===== config.mk =====
export PLATFORM = sky130hd
export DESIGN_NAME = formation_slot_position_top
export DESIGN_NICKNAME = d
export VERILOG_FILES = /design/src/rtl/fsp_pkg.sv /design/src/rtl/fsp_ctrl.sv /design/src/rtl/fsp_dp.sv /design/src/rtl/formation_slot_position_top.sv
export VERILOG_INCLUDE_DIRS = /design/src /design/src/rtl
export SDC_FILE = /design/constraint.sdc
export NUM_CORES = 1
export LEC_CHECK = 0
export ABC_CLOCK_PERIOD_IN_PS = 18830
export BUFFER_PORTS_ARGS = -buffer_cell sky130_fd_sc_hd__buf_2
export CAP_MARGIN = 20
export CORE_MARGIN = 8
export CORE_UTILIZATION = 60
export DETAILED_ROUTE_END_ITERATION = 16
export HOLD_SLACK_MARGIN = 0.03
export PLACE_DENSITY = 0.79
export SYNTH_ARGS = -nofsm -noshare
export SYNTH_HDL_FRONTEND = slang
export SYNTH_SLANG_ARGS = --single-unit

===== constraint.sdc =====
create_clock -name clk_i -period 18.83 [get_ports clk_i]
set_input_delay 3.766 -clock clk_i [delete_from_list [all_inputs] [get_ports clk_i]]
set_output_delay 3.766 -clock clk_i [all_outputs]
set_load 0.02 [all_outputs]

===== src/rtl/formation_slot_position_top_defines.svh =====
// Assertion macros shared by the block's modules.
// Each macro expects clk_i and rst_ni in the scope where it is used.
`ifndef FORMATION_SLOT_POSITION_TOP_DEFINES_SVH
`define FORMATION_SLOT_POSITION_TOP_DEFINES_SVH

// Same-cycle implication, checked on every rising clock edge out of reset.
`define FSP_ASSERT_NOW(label, ante, cons, msg) \
  label: assert property (@(posedge clk_i) disable iff (!rst_ni) (ante) |-> (cons)) \
    else $error(msg);

// Next-cycle implication, checked on every rising clock edge out of reset.
`define FSP_ASSERT_NEXT(label, ante, cons, msg) \
  label: assert property (@(posedge clk_i) disable iff (!rst_ni) (ante) |=> (cons)) \
    else $error(msg);

`endif


===== src/rtl/fsp_pkg.sv =====
`default_nettype none

package fsp_pkg;

  // Field widths of one request and one result.
  localparam int IDX_W  = 12;
  localparam int CAP_W  = 13;
  localparam int DIM_W  = 7;
  localparam int POS_W  = 15;

  // Largest legal grid dimension.
  localparam int MAX_DIM = 64;

  // Request packing in the input tdata, lowest bit first.
  localparam int IDX_LSB  = 0;
  localparam int CAP_LSB  = IDX_LSB + IDX_W;
  localparam int COLS_LSB = CAP_LSB + CAP_W;
  localparam int ROWS_LSB = COLS_LSB + DIM_W;
  localparam int IN_BITS  = ROWS_LSB + DIM_W;
  localparam int IN_TDATA_W = ((IN_BITS + 7) / 8) * 8;

  // Result packing in the output tdata, lowest bit first.
  localparam int OUT_BITS    = 2 * POS_W;
  localparam int OUT_TDATA_W = ((OUT_BITS + 7) / 8) * 8;

  // Datapath widths: a valid grid area never exceeds MAX_DIM squared.
  localparam int AREA_W = 13;
  localparam int PROD_W = AREA_W + DIM_W;

  // Growth of line shapes as shift amounts (4 and 16 columns per row).
  localparam int GROWTH_RANKS_SH = 2;
  localparam int GROWTH_STAG_SH  = 4;

  // Scatter hash: only the bits up to the y jitter bit are needed.
  localparam logic [31:0] SCATTER_MUL = 32'd2654435761;
  localparam int HASH_X_BIT = 16;
  localparam int HASH_Y_BIT = 24;
  localparam int HASH_W     = HASH_Y_BIT + 1;

  // Restoring divider: one quotient bit per cycle.
  localparam int DIV_STEPS = IDX_W;
  localparam int DIV_CNT_W = $clog2(DIV_STEPS);

  // Register map.
  localparam int PADDR_W = 4;
  localparam logic [1:0] REG_SHAPE_MODE  = 2'd0;
  localparam logic [1:0] REG_CENTERED_ON = 2'd1;
  localparam logic [1:0] REG_SWAP_AXES   = 2'd2;

  typedef enum logic [1:0] {
    MODE_GRID    = 2'd0,
    MODE_RANKS   = 2'd1,
    MODE_STAGGER = 2'd2,
    MODE_SCATTER = 2'd3
  } shape_mode_e;

  typedef struct packed {
    shape_mode_e mode;
    logic        centered;
    logic        swap;
  } fsp_cfg_t;

  // Controller to datapath.
  typedef struct packed {
    logic capture;
    logic setup;
    logic check;
    logic shell;
    logic colp;
    logic div;
    logic post_load;
  } fsp_cmd_t;

  // Datapath to controller.
  typedef struct packed {
    logic ok;
    logic hit;
    logic use_div;
    logic div_last;
  } fsp_sts_t;

endpackage

`default_nettype wire


===== src/rtl/fsp_ctrl.sv =====
`default_nettype none

`include "formation_slot_position_top_defines.svh"

module fsp_ctrl (
  input  wire logic              clk_i,
  input  wire logic              rst_ni,
  input  wire logic              s_axis_tvalid,
  output logic                   s_axis_tready,
  output logic                   m_axis_tvalid,
  input  wire logic              m_axis_tready,
  input  wire fsp_pkg::fsp_sts_t sts_i,
  output fsp_pkg::fsp_cmd_t      cmd_o
);
  import fsp_pkg::*;

  typedef enum logic [6:0] {
    ST_IDLE  = 7'b0000001,
    ST_SETUP = 7'b0000010,
    ST_CHECK = 7'b0000100,
    ST_SHELL = 7'b0001000,
    ST_COLP  = 7'b0010000,
    ST_DIV   = 7'b0100000,
    ST_POST  = 7'b1000000
  } state_e;

  state_e state_q, state_d;
  logic   out_valid_q, out_valid_d;
  logic   in_fire;
  logic   out_free;

  assign in_fire  = s_axis_tvalid && s_axis_tready;
  assign out_free = !out_valid_q || m_axis_tready;

  // Sequencer: one request at a time, each phase issues one command.
  always_comb begin
    state_d       = state_q;
    cmd_o         = '0;
    s_axis_tready = 1'b0;
    unique case (state_q)
      ST_IDLE: begin
        s_axis_tready = 1'b1;
        cmd_o.capture = s_axis_tvalid;
        if (s_axis_tvalid) begin
          state_d = ST_SETUP;
        end
      end
      ST_SETUP: begin
        cmd_o.setup = 1'b1;
        state_d     = ST_CHECK;
      end
      ST_CHECK: begin
        cmd_o.check = 1'b1;
        state_d     = sts_i.ok ? ST_SHELL : ST_POST;
      end
      ST_SHELL: begin
        cmd_o.shell = 1'b1;
        if (sts_i.hit) begin
          state_d = ST_COLP;
        end
      end
      ST_COLP: begin
        cmd_o.colp = 1'b1;
        state_d    = sts_i.use_div ? ST_DIV : ST_POST;
      end
      ST_DIV: begin
        cmd_o.div = 1'b1;
        if (sts_i.div_last) begin
          state_d = ST_POST;
        end
      end
      ST_POST: begin
        // Hand the result to the output register once it is free.
        if (out_free) begin
          cmd_o.post_load = 1'b1;
          state_d         = ST_IDLE;
        end
      end
      default: begin
        state_d = ST_IDLE;
      end
    endcase
  end

  // Output register valid: set on load, cleared when the transfer completes.
  always_comb begin
    out_valid_d = out_valid_q;
    if (cmd_o.post_load) begin
      out_valid_d = 1'b1;
    end else if (m_axis_tready) begin
      out_valid_d = 1'b0;
    end
  end

  always_ff @(posedge clk_i or negedge rst_ni) begin
    if (!rst_ni) begin
      state_q     <= ST_IDLE;
      out_valid_q <= 1'b0;
    end else begin
      state_q     <= state_d;
      out_valid_q <= out_valid_d;
    end
  end

  assign m_axis_tvalid = out_valid_q;

  `FSP_ASSERT_NEXT(a_accept_starts_setup, in_fire, state_q == ST_SETUP, "accept did not start setup")
  `FSP_ASSERT_NOW(a_no_result_overwrite, cmd_o.post_load, out_free, "pending result overwritten")
  `FSP_ASSERT_NOW(a_valid_from_post, $rose(out_valid_q), $past(state_q == ST_POST), "result without post phase")

endmodule

`default_nettype wire


===== src/rtl/fsp_dp.sv =====
`default_nettype none

`include "formation_slot_position_top_defines.svh"

module fsp_dp (
  input  wire logic                               clk_i,
  input  wire logic                               rst_ni,
  input  wire logic [fsp_pkg::IN_TDATA_W-1:0]     s_axis_tdata,
  input  wire fsp_pkg::fsp_cfg_t                  cfg_i,
  input  wire fsp_pkg::fsp_cmd_t                  cmd_i,
  output fsp_pkg::fsp_sts_t                       sts_o,
  output logic [fsp_pkg::OUT_TDATA_W-1:0]         m_axis_tdata,
  output logic                                    m_axis_tuser
);
  import fsp_pkg::*;

  // Request registers.
  logic [IDX_W-1:0]   idx_q;
  logic [CAP_W-1:0]   cap_q;
  logic [DIM_W-1:0]   cols_q, rows_q;
  logic [2*DIM_W-1:0] area_q;
  logic               hash_x_q, hash_y_q;
  logic               ok_q;

  // Shell walk.
  logic [DIM_W-1:0]   s_q;
  logic [IDX_W-1:0]   prev_area_q;
  logic [IDX_W-1:0]   rem_q;
  logic [AREA_W-1:0]  pw_q, wdiff_q;
  logic [DIM_W-1:0]   ph_q, hm1_q;

  // Divider.
  logic [DIM_W-1:0]     rmd_q;
  logic [IDX_W-1:0]     dvd_q;
  logic [DIV_CNT_W-1:0] cnt_q;

  // Raw grid coordinate and output register.
  logic [IDX_W-1:0]   x_q;
  logic [DIM_W-1:0]   y_q;
  logic [POS_W-1:0]   pos_x_q, pos_y_q;
  logic               pos_valid_q;

  logic               is_line, is_stag, is_scat;
  logic [AREA_W-1:0]  wlim, hlim;
  logic [DIM_W-1:0]   sp1;
  logic [AREA_W-1:0]  w_raw, pw_raw, w, pw, h13, ph13;
  logic [DIM_W-1:0]   h, ph;
  logic [PROD_W-1:0]  prod, colpart;
  logic [HASH_W-1:0]  hash;
  logic               cap_bad, dim_bad, area_bad;
  logic [DIM_W:0]     trial, trial_sub;
  logic               ge;
  logic [DIM_W-1:0]   rmd_next;
  logic [IDX_W-1:0]   quot_next;
  logic [POS_W-1:0]   x_half, y_half, x_cen, y_cen;
  logic               do_cen;
  logic [POS_W-1:0]   x1, y1, y2, x3, y3;

  assign is_stag = (cfg_i.mode == MODE_STAGGER);
  assign is_line = is_stag || (cfg_i.mode == MODE_RANKS);
  assign is_scat = (cfg_i.mode == MODE_SCATTER);

  // Request checks against capacity, dimensions and grid area.
  assign cap_bad  = (cap_q != '0) && ({1'b0, idx_q} >= cap_q);
  assign dim_bad  = (cols_q == '0) || (rows_q == '0) ||
                    (cols_q > DIM_W'(MAX_DIM)) || (rows_q > DIM_W'(MAX_DIM));
  assign area_bad = ((2*DIM_W)'(idx_q) >= area_q);

  // Multiplicative hash for scatter jitter.
  assign hash = HASH_W'(idx_q) * SCATTER_MUL[HASH_W-1:0];

  // Shell bounds: lines grow wide within the whole area, grids grow square.
  assign wlim = is_line ? area_q[AREA_W-1:0] : AREA_W'(cols_q);
  assign hlim = is_line ? area_q[AREA_W-1:0] : AREA_W'(rows_q);
  assign sp1  = s_q + 1'b1;

  always_comb begin
    case (cfg_i.mode)
      MODE_RANKS: begin
        w_raw  = AREA_W'(sp1) << GROWTH_RANKS_SH;
        pw_raw = AREA_W'(s_q) << GROWTH_RANKS_SH;
      end
      MODE_STAGGER: begin
        w_raw  = AREA_W'(sp1) << GROWTH_STAG_SH;
        pw_raw = AREA_W'(s_q) << GROWTH_STAG_SH;
      end
      default: begin
        w_raw  = AREA_W'(sp1);
        pw_raw = AREA_W'(s_q);
      end
    endcase
  end

  assign w    = (w_raw < wlim) ? w_raw : wlim;
  assign pw   = (pw_raw < wlim) ? pw_raw : wlim;
  assign h13  = (AREA_W'(sp1) < hlim) ? AREA_W'(sp1) : hlim;
  assign ph13 = (AREA_W'(s_q) < hlim) ? AREA_W'(s_q) : hlim;
  assign h    = h13[DIM_W-1:0];
  assign ph   = ph13[DIM_W-1:0];

  // The index lies in this shell once it falls below the shell's full area.
  assign prod = PROD_W'(w) * PROD_W'(h);

  // Slots of the new columns come before the new top row.
  assign colpart = PROD_W'(wdiff_q) * PROD_W'(ph_q);

  // One restoring step of rem / ph.
  assign trial     = {rmd_q, dvd_q[IDX_W-1]};
  assign trial_sub = trial - {1'b0, ph_q};
  assign ge        = (trial >= {1'b0, ph_q});
  assign rmd_next  = ge ? trial_sub[DIM_W-1:0] : trial[DIM_W-1:0];
  assign quot_next = {dvd_q[IDX_W-2:0], ge};

  always_comb begin
    sts_o          = '0;
    sts_o.ok       = !(cap_bad || dim_bad || area_bad);
    sts_o.hit      = (PROD_W'(idx_q) < prod);
    sts_o.use_div  = (PROD_W'(rem_q) < colpart) && (ph_q != '0);
    sts_o.div_last = (cnt_q == DIV_CNT_W'(DIV_STEPS - 1));
  end

  // Centering: odd rank r goes to (r+1)/2, even rank to -r/2.
  assign x_half = POS_W'(x_q[IDX_W-1:1]);
  assign y_half = POS_W'(y_q[DIM_W-1:1]);
  assign x_cen  = x_q[0] ? x_half + 1'b1 : -x_half;
  assign y_cen  = y_q[0] ? y_half + 1'b1 : -y_half;
  assign do_cen = is_line || cfg_i.centered || is_scat;

  always_comb begin
    x1 = do_cen ? x_cen : POS_W'(x_q);
    y1 = (do_cen && !is_line) ? y_cen : POS_W'(y_q);
    // Stagger interleaves rows by the parity of |x|, which is bit 0 of x.
    y2 = is_stag ? ((y1 << 1) + POS_W'(x1[0])) : y1;
    if (is_scat && (idx_q != '0)) begin
      x3 = {x1[POS_W-2:0], hash_x_q};
      y3 = {y2[POS_W-2:0], hash_y_q};
    end else begin
      x3 = x1;
      y3 = y2;
    end
  end

  // Request capture and setup products.
  always_ff @(posedge clk_i) begin
    if (cmd_i.capture) begin
      idx_q  <= s_axis_tdata[IDX_LSB +: IDX_W];
      cap_q  <= s_axis_tdata[CAP_LSB +: CAP_W];
      cols_q <= s_axis_tdata[COLS_LSB +: DIM_W];
      rows_q <= s_axis_tdata[ROWS_LSB +: DIM_W];
    end
    if (cmd_i.setup) begin
      area_q   <= (2*DIM_W)'(cols_q) * (2*DIM_W)'(rows_q);
      hash_x_q <= hash[HASH_X_BIT];
      hash_y_q <= hash[HASH_Y_BIT];
    end
    if (cmd_i.check) begin
      ok_q <= sts_o.ok;
    end
  end

  // Shell walk: one shell per cycle.
  always_ff @(posedge clk_i) begin
    if (cmd_i.setup) begin
      s_q         <= '0;
      prev_area_q <= '0;
    end else if (cmd_i.shell) begin
      if (sts_o.hit) begin
        rem_q   <= idx_q - prev_area_q;
        pw_q    <= pw;
        ph_q    <= ph;
        wdiff_q <= w - pw;
        hm1_q   <= h - 1'b1;
      end else begin
        s_q         <= sp1;
        prev_area_q <= prod[IDX_W-1:0];
      end
    end
  end

  // Column part goes through the divider, top row is placed directly.
  always_ff @(posedge clk_i) begin
    if (cmd_i.colp) begin
      if (sts_o.use_div) begin
        dvd_q <= rem_q;
        rmd_q <= '0;
        cnt_q <= '0;
      end else begin
        x_q <= rem_q - colpart[IDX_W-1:0];
        y_q <= hm1_q;
      end
    end else if (cmd_i.div) begin
      dvd_q <= quot_next;
      rmd_q <= rmd_next;
      cnt_q <= cnt_q + 1'b1;
      if (sts_o.div_last) begin
        x_q <= pw_q[IDX_W-1:0] + quot_next;
        y_q <= rmd_next;
      end
    end
  end

  // Output register.
  always_ff @(posedge clk_i) begin
    if (cmd_i.post_load) begin
      pos_valid_q <= ok_q;
      if (!ok_q) begin
        pos_x_q <= '0;
        pos_y_q <= '0;
      end else if (cfg_i.swap) begin
        pos_x_q <= y3;
        pos_y_q <= x3;
      end else begin
        pos_x_q <= x3;
        pos_y_q <= y3;
      end
    end
  end

  assign m_axis_tdata = {(OUT_TDATA_W - OUT_BITS)'(0), pos_y_q, pos_x_q};
  assign m_axis_tuser = pos_valid_q;

  `FSP_ASSERT_NOW(a_div_nonzero, cmd_i.div, ph_q != '0, "divide by zero height")
  `FSP_ASSERT_NOW(a_prev_below_idx, cmd_i.shell, prev_area_q <= idx_q, "shell walk passed the index")
  `FSP_ASSERT_NOW(a_shell_bound, cmd_i.shell, s_q < DIM_W'(MAX_DIM), "shell count out of range")

endmodule

`default_nettype wire


===== src/rtl/formation_slot_position_top.sv =====
// Timing: an invalid request passes through setup, check and post before its result is
// loaded; a valid one also walks the shells, one shell per cycle (up to 64 shells), and
// when the slot lies in the new columns goes through the bit-serial divider before post.
// Flow: one request at a time; the next is taken in the cycle after the result is
// loaded into the output register, which holds it while the next request runs.
// Reset: asynchronous, active low; clears the sequencer, result valid and the
// configuration registers, while the datapath registers are loaded before they are used.
`default_nettype none

module formation_slot_position_top (
  input  wire logic                             clk_i,
  input  wire logic                             rst_ni,
  // Request stream.
  input  wire logic                             s_axis_tvalid,
  output logic                                  s_axis_tready,
  // slot_index[11:0], slot_capacity[24:12], grid_cols[31:25], grid_rows[38:32]
  input  wire logic [fsp_pkg::IN_TDATA_W-1:0]   s_axis_tdata,
  // Result stream.
  output logic                                  m_axis_tvalid,
  input  wire logic                             m_axis_tready,
  // pos_x[14:0], pos_y[29:15]
  output logic [fsp_pkg::OUT_TDATA_W-1:0]       m_axis_tdata,
  // pos_valid[0]
  output logic                                  m_axis_tuser,
  // Configuration port.
  input  wire logic                             psel,
  input  wire logic                             penable,
  input  wire logic                             pwrite,
  input  wire logic [fsp_pkg::PADDR_W-1:0]      paddr,
  input  wire logic [31:0]                      pwdata,
  output logic [31:0]                           prdata,
  output logic                                  pready
);
  import fsp_pkg::*;

  shape_mode_e shape_mode_q;
  logic        centered_q;
  logic        swap_q;
  logic        cfg_write;
  logic [1:0]  reg_sel;
  fsp_cfg_t    cfg;
  fsp_cmd_t    cmd;
  fsp_sts_t    sts;

  assign pready    = 1'b1;
  assign cfg_write = psel && penable && pwrite && pready;
  assign reg_sel   = paddr[PADDR_W-1:2];

  // Register writes on the access phase of a transfer.
  always_ff @(posedge clk_i or negedge rst_ni) begin
    if (!rst_ni) begin
      shape_mode_q <= MODE_GRID;
      centered_q   <= 1'b0;
      swap_q       <= 1'b0;
    end else if (cfg_write) begin
      unique case (reg_sel)
        REG_SHAPE_MODE:  shape_mode_q <= shape_mode_e'(pwdata[1:0]);
        REG_CENTERED_ON: centered_q   <= pwdata[0];
        REG_SWAP_AXES:   swap_q       <= pwdata[0];
        default: begin
        end
      endcase
    end
  end

  // Register reads.
  always_comb begin
    prdata = '0;
    unique case (reg_sel)
      REG_SHAPE_MODE:  prdata = 32'(shape_mode_q);
      REG_CENTERED_ON: prdata = 32'(centered_q);
      REG_SWAP_AXES:   prdata = 32'(swap_q);
      default:         prdata = '0;
    endcase
  end

  assign cfg.mode     = shape_mode_q;
  assign cfg.centered = centered_q;
  assign cfg.swap     = swap_q;

  fsp_ctrl u_ctrl (
    .clk_i         (clk_i),
    .rst_ni        (rst_ni),
    .s_axis_tvalid (s_axis_tvalid),
    .s_axis_tready (s_axis_tready),
    .m_axis_tvalid (m_axis_tvalid),
    .m_axis_tready (m_axis_tready),
    .sts_i         (sts),
    .cmd_o         (cmd)
  );

  fsp_dp u_dp (
    .clk_i        (clk_i),
    .rst_ni       (rst_ni),
    .s_axis_tdata (s_axis_tdata),
    .cfg_i        (cfg),
    .cmd_i        (cmd),
    .sts_o        (sts),
    .m_axis_tdata (m_axis_tdata),
    .m_axis_tuser (m_axis_tuser)
  );

endmodule

`default_nettype wire

Word level (Yosys, flattened, before mapping)
Cells that the tools add are included.
{"block": "classes", "n_mux": 54, "bitwise": 2, "reduce_logical": 35, "eq_ne": 19, "multipliers": 4, "order_cmp": 11, "add_sub_neg": 13}
{"cell": "2-to-1 mux 15 bit", "count": 9}
{"cell": "2-to-1 mux 7 bit", "count": 16}
{"cell": "2-to-1 mux 12 bit", "count": 7}
{"cell": "2-to-1 mux 13 bit", "count": 4}
{"cell": "case mux 7 bit (7 select lines)", "count": 1}
{"cell": "case mux 11 bit (2 select lines)", "count": 2}
{"cell": "less-than comparator 12 x 20 -> 1 bit", "count": 2}
{"cell": "multiplier 13 x 7 -> 20 bit", "count": 2}
{"cell": "less-than comparator 7 x 13 -> 1 bit", "count": 2}
{"cell": "multiplier 12 x 22 -> 25 bit (second input constant)", "count": 1}
{"cell": "subtractor 12 bit", "count": 2}
{"cell": "adder 15 x 1 -> 15 bit", "count": 1}
{"cell": "negator 11 -> 15 bit", "count": 1}
{"cell": "negator 6 -> 15 bit", "count": 1}
{"cell": "greater-or-equal comparator 12 x 14 -> 1 bit", "count": 1}
{"cell": "greater-than comparator 7 bit (second input constant)", "count": 2}
{"cell": "logical NOT 7 bit", "count": 2}
{"cell": "multiplier 7 x 7 -> 14 bit", "count": 1}
{"cell": "greater-or-equal comparator 12 x 13 -> 1 bit", "count": 1}
{"cell": "less-than comparator 11 x 13 -> 1 bit", "count": 1}
{"cell": "less-than comparator 13 bit", "count": 1}
{"cell": "nonzero test 13 bit", "count": 1}
{"cell": "subtractor 13 bit", "count": 1}
{"cell": "adder 11 x 1 -> 12 bit (second input constant)", "count": 1}
{"cell": "33 further kinds", "count": 75}
{"block": "totals", "inputBits": 83, "ff_bits": 211, "word_cells": 166}

Logic depth before layout (Yosys ltp)
{"block": "depth", "ltp_word": 10, "mapped_depth": 43, "mapped_depth_nobuf": 40}

By module
A second synthesis with hierarchy kept.
{"block": "unflattened", "hier_cells": 2680, "area_unflattened_um2": 25054.0}
{"mod": "fsp_dp", "instances": 1, "seq_area_each_um2": 5785.5, "area_each_um2": 24048.1, "cells_each": 2571}
{"mod": "fsp_ctrl", "instances": 1, "seq_area_each_um2": 201.4, "area_each_um2": 546.8, "cells_each": 60}
{"mod": "formation_slot_position_top", "instances": 1, "seq_area_each_um2": 100.1, "area_each_um2": 459.2, "cells_each": 49}

Least setup slack after synthesis
Ideal clock, no wire load.
{"block": "synth_path", "path_type": "reg2reg", "startpoint": "reg shape_mode_q[0]", "endpoint": "reg u_dp.hm1_q[0], enable pin", "setup_time_ns": 0.460, "path_slack_ns": 7.967, "t_arrival_ns": 10.403, "stages_incl_launch_ff": 38, "path_buffers": 4, "t_required_ns": 18.370, "path_cell_list": "dfrtp_1 -> inv_1 -> ha_1 -> clkbuf_1 -> clkbuf_1 -> clkbuf_1 -> nor2_1 -> a21oi_1 -> ha_1 -> nand3_1 -> nand2_1 -> a2111o_1 -> o22ai_1 -> nor2_1 -> buf_1 -> mux2i_1 -> nor2_1 -> fa_1 -> [... 2 more ...] -> inv_1 -> fa_1 -> fa_1 -> ha_1 -> a21oi_1 -> o21ai_1 -> a21o_1 -> a21o_1 -> a21o_1 -> a21oi_1 -> xor2_1 -> ha_1 -> and4_1 -> nand2_1 -> nand3_1 -> nor3_2 -> nor4_1 -> nor2_1"}
{"block": "synth_via", "elab_chain_cells": 8, "word_cells_on_any_way": 13}
{"element": "from (decl)", "line": "formation_slot_position_top.sv:36", "source": "shape_mode_e shape_mode_q;"}
{"element": "from (signal assigned)", "line": "formation_slot_position_top.sv:57", "source": "REG_SHAPE_MODE: shape_mode_q <= shape_mode_e'(pwdata[1:0]);"}
{"element": "equality test 2 bit or equality test 2 x 1 -> 1 bit (tied branches)", "line": "fsp_dp.sv:59, fsp_dp.sv:78, fsp_dp.sv:60"}
{"element": "logical OR 1 bit", "line": "fsp_dp.sv:60", "source": "assign is_line = is_stag || (cfg_i.mode == MODE_RANKS);"}
{"element": "2-to-1 mux 13 bit, on equally long branches", "line": "fsp_dp.sv:73, fsp_dp.sv:74"}
{"element": "less-than comparator 13 bit or less-than comparator 7 x 13 -> 1 bit (tied branches)", "line": "fsp_dp.sv:94, fsp_dp.sv:96"}
{"element": "2-to-1 mux 13 bit or 2-to-1 mux 7 bit (tied branches)", "line": "fsp_dp.sv:94, fsp_dp.sv:96"}
{"element": "multiplier 13 x 7 -> 20 bit *", "line": "fsp_dp.sv:102", "source": "assign prod = PROD_W'(w) * PROD_W'(h);"}
{"element": "less-than comparator 12 x 20 -> 1 bit *", "line": "fsp_dp.sv:117", "source": "sts_o.hit = (PROD_W'(idx_q) < prod);"}
{"element": "AND reduction 3 bit (no line) *"}
{"element": "to (signal assigned)", "line": "fsp_dp.sv:172", "source": "hm1_q <= h - 1'b1;"}
{"element": "to (decl)", "line": "fsp_dp.sv:30", "source": "logic [DIM_W-1:0] ph_q, hm1_q;"}
Every way passes the cells marked *; elsewhere a longest branch is shown, timed or not.
A chain may end at the register's enable or synchronous reset.

Worst setup path in the final report
{"block": "layout_path", "startpoint": "reg shape_mode_q[0]", "endpoint": "reg u_dp.s_q[3]"}
{"block": "layout_via", "elab_chain_cells": 9, "word_cells_on_any_way": 14}
{"element": "equality test 2 bit or equality test 2 x 1 -> 1 bit (tied branches)", "line": "fsp_dp.sv:59, fsp_dp.sv:78, fsp_dp.sv:60"}
{"element": "logical OR 1 bit", "line": "fsp_dp.sv:60"}
{"element": "2-to-1 mux 13 bit, on equally long branches", "line": "fsp_dp.sv:73, fsp_dp.sv:74"}
{"element": "less-than comparator 13 bit or less-than comparator 7 x 13 -> 1 bit (tied branches)", "line": "fsp_dp.sv:94, fsp_dp.sv:96"}
{"element": "2-to-1 mux 13 bit or 2-to-1 mux 7 bit (tied branches)", "line": "fsp_dp.sv:94, fsp_dp.sv:96"}
{"element": "multiplier 13 x 7 -> 20 bit *", "line": "fsp_dp.sv:102"}
{"element": "less-than comparator 12 x 20 -> 1 bit *", "line": "fsp_dp.sv:117"}
{"element": "NOT 1 bit (no line) *"}
{"element": "AND reduction 2 bit (no line) *"}
{"element": "to (signal assigned)", "line": "fsp_dp.sv:174", "source": "s_q <= sp1;"}
{"element": "to (decl)", "line": "fsp_dp.sv:26", "source": "logic [DIM_W-1:0] s_q;"}
Marked as above.

==> results.cfg <==
[critical_path]
cp.arrival_ns = 11.45
endpoint_kind = register
cp_slowest_cell = nor2_1
r2r_slack_ns = 7.82
crit_path_max_fanout = 49
max_stage_delay_ns = 0.88
start_kind = register
path_class = register to register
crit_required_ns = 19.27

[finish]
final_util_pct = 64.8
syn_to_final_growth_pct = 7.38
drive_gt1_share_pct = 7.18
multiInputGateArea_um2 = 16600
diodes = 0
regArea_um2 = 6090
nNetsFinal = 3322
fillerInstances = 3190

[cts]
clk_latency_ns = 0.56
clk_path_buf_depth = 3
clkSinkCount = 211
post-cts-setup-buffer-count = 0
cts_max_level = 1
numCtsBuffers = 25
clk_pin_slew_ns = 0.06
cts_tree = built
clock_tree.root_cell = clkbuf_16
cts_resized = 0
ctsHoldBuffers = 0

[floorplanning]
start_util_pct = 60.4
die_w_um = 218
die_h_um = 218
coreArea_um2 = 40600
rows = 74
die-area_um2 = 47600
io_pins = 151

[grt]
grt_max_degree = 52
grt.total_usage_pct = 25.1
grt_pass1_vias = 19600
grt_overflow_total = 0
antenna_found_initial = 0
grt_pass1_wl_um = 97900

[sta]
max_slew_margin_pct = 26.6
rsz0062_at_grt = no
finalClockSkew_ns = 0.0190
worstMarginPinSlew_ns = 1.10
hold_violations = 0
fmax_mhz = 90.8
setup_viol = 0
slew_viol_final = 0
fin_crit_ns = 11.01
period_share_pct = 58.5
setup_tns_ns = 0

[power_and_ir_drop]
p_total_mw = 4.33
leakage_nw = 12.5
power.density_cell_area_nw_per_um2 = 164
vdd_drop_max_v = 0.000299

[synth]
avgSynthCellArea_um2 = 9.24
synth_area_um2 = 24500
syn_inst = 2654
synth-main-ff-cell = edfxtp_1
ys_seq_elements = 211
yosys_warnings = 0
synthArstFlopShare_pct = 5.69
synth_seq_area_share_pct = 24.8
yosysUniqueCellTypes = 79
synth_edf_count = 180

[route]
firstDrtPassIters = 8
avgViaCountPerCell = 5.87
drc = 0
wl_um = 60300
drt_iter0_drc = 1691
num_vias = 19200
wl_per_cell_um = 18.4
ant_nets = 0

[placement]
place.gp.congestion = 0.932
hpwl_um = 47600
numPortBuffers = 84

[status]
status = finished clean

[run]
cap_violations = 0

[hold_path]
hp-class = register to register
## state kept, by name, indices dropped and copies added, names as in the netlist, 12 cells and up
name / count
u_dp.idx_q: 12
u_dp.pos_y_q: 15
u_dp.pos_x_q: 15
u_dp.cap_q: 13
u_dp.rem_q: 12
u_dp.prev_area_q: 12
u_dp.area_q: 14
u_dp.dvd_q: 12
u_dp.x_q: 12
u_dp.wdiff_q: 13
u_dp.pw_q: 12
## cell usage after synthesis, types with 12 or more instances
cell	count	share of area (%)
o211ai_1	14	0.43
a211oi_1	22	0.67
o21ai_0	101	2.1
and2_1	50	1.3
inv_1	403	6.2
nor2_1	220	3.4
mux2i_1	57	2.3
nand2b_1	34	0.87
ha_1	302	15
edfxtp_1	180	22
a21o_1	56	1.7
nand2_1	246	3.8
nor2b_1	32	0.82
a21oi_1	130	2.7
o21a_1	25	0.76
mux2_2	12	0.55
nand4_1	20	0.51
or2_2	14	0.36
nor3_1	27	0.55
nor4_1	13	0.33
fa_1	214	17
xnor2_1	73	2.6
and3_1	13	0.33
xor2_1	35	1.2
buf_4	34	1.0
clkbuf_1	73	1.1
dfxtp_1	19	1.6
nand3_1	34	0.69
nor3b_1	16	0.49
## cell usage in the layout (no fill, tap or decap), types with 20 or more instances in the layout
master,n
xor2_1,35
conb_1,50
nor2_1,219
inv_1,403
buf_2,84
clkbuf_16,25
nand4_1,20
nand2b_1,34
ha_1,302
a211oi_1,21
a21oi_1,129
nand2_1,246
buf_4,22
a21o_1,56
fa_1,214
nor2b_1,32
edfxtp_1,180
o21a_1,25
nor3_1,27
mux2i_1,57
nand3_1,34
xnor2_1,73
o21ai_0,100
and2_1,49
## critical path: cells and delay by family (launching register included)
family	cells	cell delay (ns)
AO/OA/AOI/OAI	6	1.82
multiplexers	2	1.18
XOR/XNOR	1	0.15
buffers and inverters	5	0.99
flip-flops	1	0.42
adder cells (fa/ha/maj)	8	3.32
AND/OR/NAND/NOR	12	2.91
## kinds of logic after synthesis
family | share of synthesized area [%]
AND/OR/NAND/NOR | 14.7
buffers and inverters | 8.59
adder cells (fa/ha/maj) | 32.9
AO/OA/AOI/OAI | 12.2
flip-flops | 24.8
XOR/XNOR | 3.86
multiplexers | 2.98
other | 0.0306
## cell type report
class	count	share of cell area [%]
well taps	532	2.53
multi-input cells	1970	62.8
flip-flops and latches	211	23.1
clock buffers	33	2.60
inverters	406	5.78
clock inverters	13	0.779
repair buffers	109	2.38
## power by group
part	switching (mW)	leakage [nW]	internal (mW)	total, mW
clock network	0.211	0.432	0.316	0.527
registers	0.0810	1.95	0.659	0.740
logic	1.73	10.1	1.33	3.06
total	2.02	12.5	2.31	4.33
## final timing paths
check / depth (start not counted) / end / from
min in group asynchronous: 1 / u_ctrl.state_q[2]$_DFFE_PN0P_ / rst_ni
worst max-delay path: 34 / u_dp.s_q[3]$_SDFFE_PP0P_ / shape_mode_q[0]$_DFFE_PN0P_
worst max register to register: 34 / u_dp.s_q[3]$_SDFFE_PP0P_ / shape_mode_q[0]$_DFFE_PN0P_
worst min-delay path: 2 / u_dp.prev_area_q[2]$_SDFFE_PP0P_ / u_dp.prev_area_q[2]$_SDFFE_PP0P_
max in group asynchronous: 1 / u_ctrl.state_q[0]$_DFFE_PN1P_ / rst_ni
worst min register to register: 2 / u_dp.prev_area_q[2]$_SDFFE_PP0P_ / u_dp.prev_area_q[2]$_SDFFE_PP0P_
## routing by layer
| layer | wire length, um | GRT usage (%) |
|---|---|---|
| met2 | 30200 | 44.3 |
| met4 | 1800 | 7.66 |
| met5 | 0 | 0 |
| met3 | 4010 | 4.12 |
| met1 | 24300 | 31.2 |
## through the flow
stage / cells / hold WS, ns / instance area [um2] / setup WS (ns)
after floorplan: 2702 / 0.424 / 24700 / 7.97
after global placement: 3223 / 0.481 / 25400 / 8.25
after detailed placement: 3225 / 0.487 / 25400 / 8.13
after CTS: 3271 / 0.502 / 26300 / 8.07
after global routing: 3274 / 0.535 / 26300 / 7.42
final: 3274 / 0.500 / 26300 / 7.82
No activity file was read; power rests on OpenSTA's default activity.
